<file path="src/sv/spfb_pkg.sv">
`timescale 1ns / 1ps
// ----------------------------------------------------------------------------
// spfb_pkg
// Shared types and constants for the spline point evaluator.
// ----------------------------------------------------------------------------
package spfb_pkg;

  typedef enum logic [2:0] {
    ST_IDLE,
    ST_WRAP,
    ST_READ,
    ST_DRAIN,
    ST_MSTART,
    ST_MERGE,
    ST_DONE
  } state_t;

  typedef enum logic [2:0] {
    MS_IDLE,
    MS_EVAL,
    MS_SETUP,
    MS_DIV,
    MS_DONE
  } mstate_t;

  localparam logic [1:0] STATUS_OK            = 2'd0;
  localparam logic [1:0] STATUS_BAD_INTERVAL  = 2'd1;
  localparam logic [1:0] STATUS_ZERO_WEIGHT   = 2'd2;

  localparam logic [1:0] CFG_ORDER    = 2'd0;
  localparam logic [1:0] CFG_DIM      = 2'd1;
  localparam logic [1:0] CFG_RATIONAL = 2'd2;

  localparam logic OP_LOAD = 1'b0;
  localparam logic OP_EVAL = 1'b1;

  localparam int COEF_W     = 32;
  localparam int BASIS_W    = 16;
  localparam int BASIS_FRAC = 15;
  localparam int NUM_BASIS  = 4;
  localparam int NUM_COORD  = 3;
  localparam int QUO_BITS   = 33;
  localparam int PROD_W     = COEF_W + BASIS_W + 1;

  typedef struct packed {
    logic rd_en;
    logic acc_clr;
  } lane_ctl_t;

  typedef struct packed {
    logic       start;
    logic       bad;
    logic       rational;
    logic [2:0] dim;
  } merge_ctl_t;

endpackage

</file>
<file path="src/sv/spfb_merge.sv">
`timescale 1ns / 1ps
// ----------------------------------------------------------------------------
// spfb_merge
// Rounds lane sums, saturates, and divides by the weight sum one quotient
// bit per cycle in rational mode.
// ----------------------------------------------------------------------------
module spfb_merge #(
  parameter int LANES     = 4,
  parameter int ACC_W     = 52,
  parameter int FRAC_BITS = 16
) (
  input  logic                                   clk,
  input  logic                                   rst_n,
  input  spfb_pkg::merge_ctl_t                   ctl,
  input  logic [LANES-1:0][ACC_W-1:0]            acc_i,
  output logic                                   done,
  output logic [spfb_pkg::NUM_COORD-1:0][31:0]   coord,
  output logic [1:0]                             status
);

  localparam int RW = ACC_W - spfb_pkg::BASIS_FRAC + 1;
  localparam int NW = RW + 34;
  localparam int LW = $clog2(LANES);

  spfb_pkg::mstate_t mst_r, mst_nxt;

  logic [LANES-1:0][RW-1:0]                 rnd_w;
  logic [LANES-1:0][RW-1:0]                 rnd_r;
  logic signed [RW-1:0]                     w_r;
  logic [2:0]                               dim_r;
  logic                                     rat_r;
  logic                                     bad_r;
  logic [1:0]                               c_r;
  logic [NW-1:0]                            rem_r;
  logic [NW-1:0]                            ds_r;
  logic [spfb_pkg::QUO_BITS-1:0]            q_r;
  logic [5:0]                               cnt_r;
  logic                                     ovf_r;
  logic                                     neg_r;
  logic [spfb_pkg::NUM_COORD-1:0][31:0]     res_r;
  logic [1:0]                               status_r;

  logic signed [RW-1:0]                     num_s;
  logic [RW-1:0]                            n_mag;
  logic [RW-1:0]                            d_mag;
  logic [NW-1:0]                            n_ext;
  logic [NW-1:0]                            d2_ext;
  logic                                     ge;
  logic [spfb_pkg::QUO_BITS-1:0]            q_fin;
  logic                                     big;
  logic [31:0]                              div_res;
  logic                                     last_coord;

  always_comb begin
    for (int j = 0; j < LANES; j++) begin
      logic [ACC_W:0] sum;
      sum = {acc_i[j][ACC_W-1], acc_i[j]} + (ACC_W+1)'(1 << (spfb_pkg::BASIS_FRAC-1));
      rnd_w[j] = sum[ACC_W:spfb_pkg::BASIS_FRAC];
    end
  end

  function automatic logic [31:0] sat32(input logic [RW-1:0] v);
    logic hi_ones;
    logic hi_zeros;
    hi_ones  = &v[RW-1:31];
    hi_zeros = ~|v[RW-1:31];
    if (hi_ones || hi_zeros) begin
      sat32 = v[31:0];
    end else if (v[RW-1]) begin
      sat32 = 32'h8000_0000;
    end else begin
      sat32 = 32'h7FFF_FFFF;
    end
  endfunction

  // divider setup and step
  always_comb begin
    num_s  = $signed(rnd_r[c_r[LW-1:0]]);
    n_mag  = num_s[RW-1] ? RW'(-num_s) : RW'(num_s);
    d_mag  = w_r[RW-1] ? RW'(-w_r) : RW'(w_r);
    n_ext  = (NW'(n_mag) << (FRAC_BITS + 1)) + NW'(d_mag);
    d2_ext = NW'(d_mag) << 1;
    ge     = rem_r >= ds_r;
    q_fin  = {q_r[spfb_pkg::QUO_BITS-2:0], ge};
    big    = ovf_r | q_fin[32];
    if (!neg_r) begin
      div_res = (big || q_fin[31]) ? 32'h7FFF_FFFF : q_fin[31:0];
    end else begin
      div_res = (big || (q_fin[31] && (q_fin[30:0] != '0))) ? 32'h8000_0000
                                                           : 32'(-q_fin[31:0]);
    end
    last_coord = (3'(c_r) + 3'd1) >= dim_r;
  end

  always_comb begin
    mst_nxt = mst_r;
    case (mst_r)
      spfb_pkg::MS_IDLE: begin
        if (ctl.start) begin
          mst_nxt = spfb_pkg::MS_EVAL;
        end
      end
      spfb_pkg::MS_EVAL: begin
        if (bad_r || !rat_r || (w_r == '0)) begin
          mst_nxt = spfb_pkg::MS_DONE;
        end else begin
          mst_nxt = spfb_pkg::MS_SETUP;
        end
      end
      spfb_pkg::MS_SETUP: mst_nxt = spfb_pkg::MS_DIV;
      spfb_pkg::MS_DIV: begin
        if (cnt_r == '0) begin
          mst_nxt = last_coord ? spfb_pkg::MS_DONE : spfb_pkg::MS_SETUP;
        end
      end
      spfb_pkg::MS_DONE: mst_nxt = spfb_pkg::MS_IDLE;
      default:           mst_nxt = spfb_pkg::MS_IDLE;
    endcase
  end

  always_comb begin
    done   = (mst_r == spfb_pkg::MS_DONE);
    coord  = res_r;
    status = status_r;
  end

  always_ff @(posedge clk) begin
    if (!rst_n) begin
      mst_r <= spfb_pkg::MS_IDLE;
    end else begin
      mst_r <= mst_nxt;
    end
  end

  always_ff @(posedge clk) begin
    case (mst_r)
      spfb_pkg::MS_IDLE: begin
        if (ctl.start) begin
          rnd_r    <= rnd_w;
          w_r      <= $signed(rnd_w[ctl.dim[LW-1:0]]);
          dim_r    <= ctl.dim;
          rat_r    <= ctl.rational;
          bad_r    <= ctl.bad;
          c_r      <= '0;
          res_r    <= '0;
          status_r <= spfb_pkg::STATUS_OK;
        end
      end
      spfb_pkg::MS_EVAL: begin
        if (bad_r) begin
          status_r <= spfb_pkg::STATUS_BAD_INTERVAL;
        end else if (!rat_r) begin
          for (int j = 0; j < spfb_pkg::NUM_COORD; j++) begin
            if ((j < LANES) && (3'(j) < dim_r)) begin
              res_r[j] <= sat32(rnd_r[j % LANES]);
            end
          end
        end else if (w_r == '0) begin
          status_r <= spfb_pkg::STATUS_ZERO_WEIGHT;
        end
      end
      spfb_pkg::MS_SETUP: begin
        rem_r <= n_ext;
        ds_r  <= d2_ext << 32;
        ovf_r <= n_ext >= (d2_ext << 33);
        neg_r <= num_s[RW-1] ^ w_r[RW-1];
        q_r   <= '0;
        cnt_r <= 6'(spfb_pkg::QUO_BITS - 1);
      end
      spfb_pkg::MS_DIV: begin
        if (ge) begin
          rem_r <= rem_r - ds_r;
        end
        ds_r  <= ds_r >> 1;
        q_r   <= q_fin;
        cnt_r <= cnt_r - 6'd1;
        if (cnt_r == '0) begin
          res_r[c_r] <= div_res;
          c_r        <= c_r + 2'd1;
        end
      end
      default: begin
      end
    endcase
  end

endmodule

</file>
<file path="config.mk">
export PLATFORM = sky130hd
export DESIGN_NAME = spfb_merge
export DESIGN_NICKNAME = d
export VERILOG_FILES = /design/src/sv/spfb_pkg.sv /design/src/sv/spfb_merge.sv
export SDC_FILE = /design/constraint.sdc
export NUM_CORES = 1
export LEC_CHECK = 0
export ABC_AREA = 1
export BUFFER_PORTS_ARGS = -buffer_cell sky130_fd_sc_hd__buf_4
export CORE_UTILIZATION = 40
export CTS_CLUSTER_SIZE = 16
export DETAILED_ROUTE_END_ITERATION = 8
export PLACE_DENSITY = 0.55
export SLEW_MARGIN = 20
export SYNTH_ARGS = -nofsm -noshare
export SYNTH_HDL_FRONTEND = slang
export SYNTH_SLANG_ARGS = --single-unit
</file>
<file path="constraint.sdc">
create_clock -name clk -period 13.3 [get_ports clk]
set_input_delay 1.33 -clock clk [delete_from_list [all_inputs] [get_ports clk]]
set_output_delay 1.33 -clock clk [all_outputs]
set_load 0.01 [all_outputs]
</file>
==> flow_summary.yaml <==
outcome:
  status: "finished with violations"
  violations: "design-rule violations"
layout:
  design_area_sq_um: 40730
  finish.utilization: 0.4602
  fillCellCount: 9079
  syn_to_final_growth_pct: 13.91
  drive_gt1_frac: 0.09014
  nNetsFinal: 5408
clocking:
  post_cts_resized: 0
  cts_tree: "done"
  cts_buffer_depth: 3
  cts_sinks: 481
  root_buffer: "clkbuf_16"
  htreeDepth: 2
  cts_setup_buffers: 0
  insertion_delay_ns: 0.66
  clkTransAtPathRegs_ns: 0.06
  cts.hold.buffers_added: 0
  cts-buffers-inserted: 58
min_path:
  hp-start: "cnt_r[0]"
  hold_path.class: "reg2reg"
  whs_path_depth: 1
  hold_path_end: "cnt_r[0]"
grt:
  grt.overflow.total: 0
  grt_util_met2: 0.4918
  grt_pass1_wl_um: 202800
  met1_usage: 0.4118
  grt_start_max_net_pins: 180
  busiest_layer: "met2"
  use_met3: 0.02799
  grt_use_total: 0.3014
  antenna_found_initial: 2
  grt_pass1_vias: 31824
placed_design:
  gp_congestion: 0.9663
  dp_hpwl_um: 112000
  placed_cell_area_sq_um: 38850
  post-place-ws_ns: 5.250
  port_buffers: 258
sta:
  tns_ns: 0
  fin_skew_ns: 0.03314
  setup_viol: 0
  rsz0062_at_grt: "no"
  hold_violations: 0
  slew_headroom: 0.2580
  layout_min_cycle_time_ns: 8.195
  drv_slew: 0
  worstMarginPinSlew_ns: 1.113
  fin_crit_sh: 0.6162
  timing.fmax_mhz: 122.0
  setup_slack_ns: 5.105
floorplan:
  ios: 315
  start_util: 0.4040
  die_x_um: 301
  core_area_sq_um: 88510
  die_y_um: 301
  num_rows: 109
  die_area_sq_um: 90600
critical_path:
  arrival_ns: 8.61
  r2r-end: "ovf_r"
  worstPathMaxFanout: 43
  cp.required_ns: 13.71
  cp-end-kind: "register"
  cpPeakStageDelay_ns: 0.45
  r2r_cells: 38
  reg2reg_from: "c_r[0]"
  cp_slowest_cell: "inv_2"
  start_kind: "register"
  crit_type: "reg2reg"
  r2r_setup_slack_ns: 5.11
logic_synthesis:
  synth_area_per_cell_sq_um: 7.352
  yosys.area.top_type: "edfxtp_1"
  synth.top_cell.area_share: 0.4014
  synthFlopType: "edfxtp_1"
  netlist_top_cells_count: "1151 x nand2_1, 651 x inv_1, 645 x nor2_1"
  ys_seq_area_frac: 0.4031
  synth_area_leaders: "edfxtp_1 40%, nand2_1 12%, o21ai_0 7.1%"
  syn_nets: 5212
  synthesis.area_sq_um: 35760
  ys_ff_latch: 481
  synth_edf_count: 478
  ys.warnings.count: 0
  async_flop_share: 0
  synth.distinct_cells: 62
  yosysMostFrequentCell: "nand2_1"
  netlist_instances: 4864
route:
  drc: 20
  drtIter0Drc: 3533
  final_antenna_net_count: 0
  viasPerCell: 5.428
  vias: 34033
  routed_wirelength_um: 139800
  wl_per_cell_um: 22.30
  firstDrtPassIters: 8
power_and_ir_drop:
  vdd_ir_drop_max_mv: 0.1089
  power.density_nw_per_um2: 127.3
  p_leak_nw: 17.63
  total_power_mw: 5.187
flow_run:
  drv_cap: 0
layout make-up:
cell class | count | area [sq um] | share of cell area
inverter | 657 | 2474 | 0.06073
clock inverter | 33 | 384.1 | 0.009430
sequential | 481 | 14410 | 0.3539
clock buffer | 70 | 1496 | 0.03674
timing repair buffer | 292 | 2205 | 0.05412
antenna | 2 | 5.005 | 0.0001229
multi-input combinational | 3570 | 18300 | 0.4492
tap | 1165 | 1458 | 0.03578
through the flow:
stage / hold WS [ns] / cells
after floorplan: 0.5251 / 4864
after global placement: 0.5389 / 6165
after detailed placement: 0.5433 / 6165
after CTS: 0.5514 / 6268
after global routing: 0.5837 / 6268
final: 0.5527 / 6270
worst max-delay path, delay by kind of cell (launching register included):
family,cells,cell delay (ns)
buffers and inverters,4,1.37
AOI/OAI and AO/OA,7,1.28
and+or+nand+nor,23,3.64
xor gates and xnor gates,1,0.26
adders and majority gates,3,1.06
DFF,1,0.32
layer usage:
metal	share of wire	vias up
li1	-	16495
met1	0.43	15939
met2	0.46	1408
met3	0.067	191
met4	0.043	0
met5	0	-
placed cells by master, fill, tap and decap left out, types with 22 or more instances in the layout:
master and n:
nand2_2 22, clkbuf_16 58, o21ai_0 506, xnor2_1 61, nor4_1 39, or2_2 22
nor3_1 88, o22ai_1 36, buf_4 291, ha_1 127, nand2_1 1151, a21oi_1 222
edfxtp_1 478, nand4_1 72, nor2_1 640, xor2_1 191, nand3_1 232, inv_1 650
logic make-up (layout without fill, tap and decap cells):
| kind of cell | count (synthesis) | in the layout | synth area share |
|---|---|---|---|
| buffers and inverters | 813 | 1052 | 0.08751 |
| multiplexers | 3 | 3 | 0.0008398 |
| adder cells (fa/ha/maj) | 132 | 132 | 0.04660 |
| XOR/XNOR | 254 | 254 | 0.06263 |
| AND/OR/NAND/NOR | 2311 | 2311 | 0.2696 |
| other | 1 | 3 | 0.0001049 |
| AO/OA/AOI/OAI | 869 | 869 | 0.1297 |
| flip-flops | 481 | 481 | 0.4031 |
sequential cells by signal (all words and copies together), names as in the netlist:
register	flops
rnd_r	152
mst_r	3
cnt_r	6
coord	96
status	2
w_r	38
neg_r	1
rat_r	1
c_r	2
q_r	32
rem_r	72
ds_r	71
bad_r	1
ovf_r	1
dim_r	3
power breakdown:
part	internal (mW)	switching (mW)	leakage [nW]
Sequential	1.89	0.116	4.55
Clock	0.933	0.678	0.909
Combinational	0.482	1.09	12.2
Total	3.30	1.89	17.6
how the worst max path moves through the flow:
| stage | from | end | slack [ns] | depth (start not counted) |
|---|---|---|---|---|
| after floorplan | ctl[5] | bad_r | 3.15 | 2 |
| after global placement | c_r[0] | ovf_r | 5.20 | 38 |
| after detailed placement | c_r[0] | ovf_r | 5.25 | 40 |
| after CTS | c_r[0] | ovf_r | 5.22 | 40 |
| after global routing | c_r[0] | ovf_r | 4.62 | 40 |
| final | c_r[0] | ovf_r | 5.11 | 38 |
(Power assumes the default switching activity.)
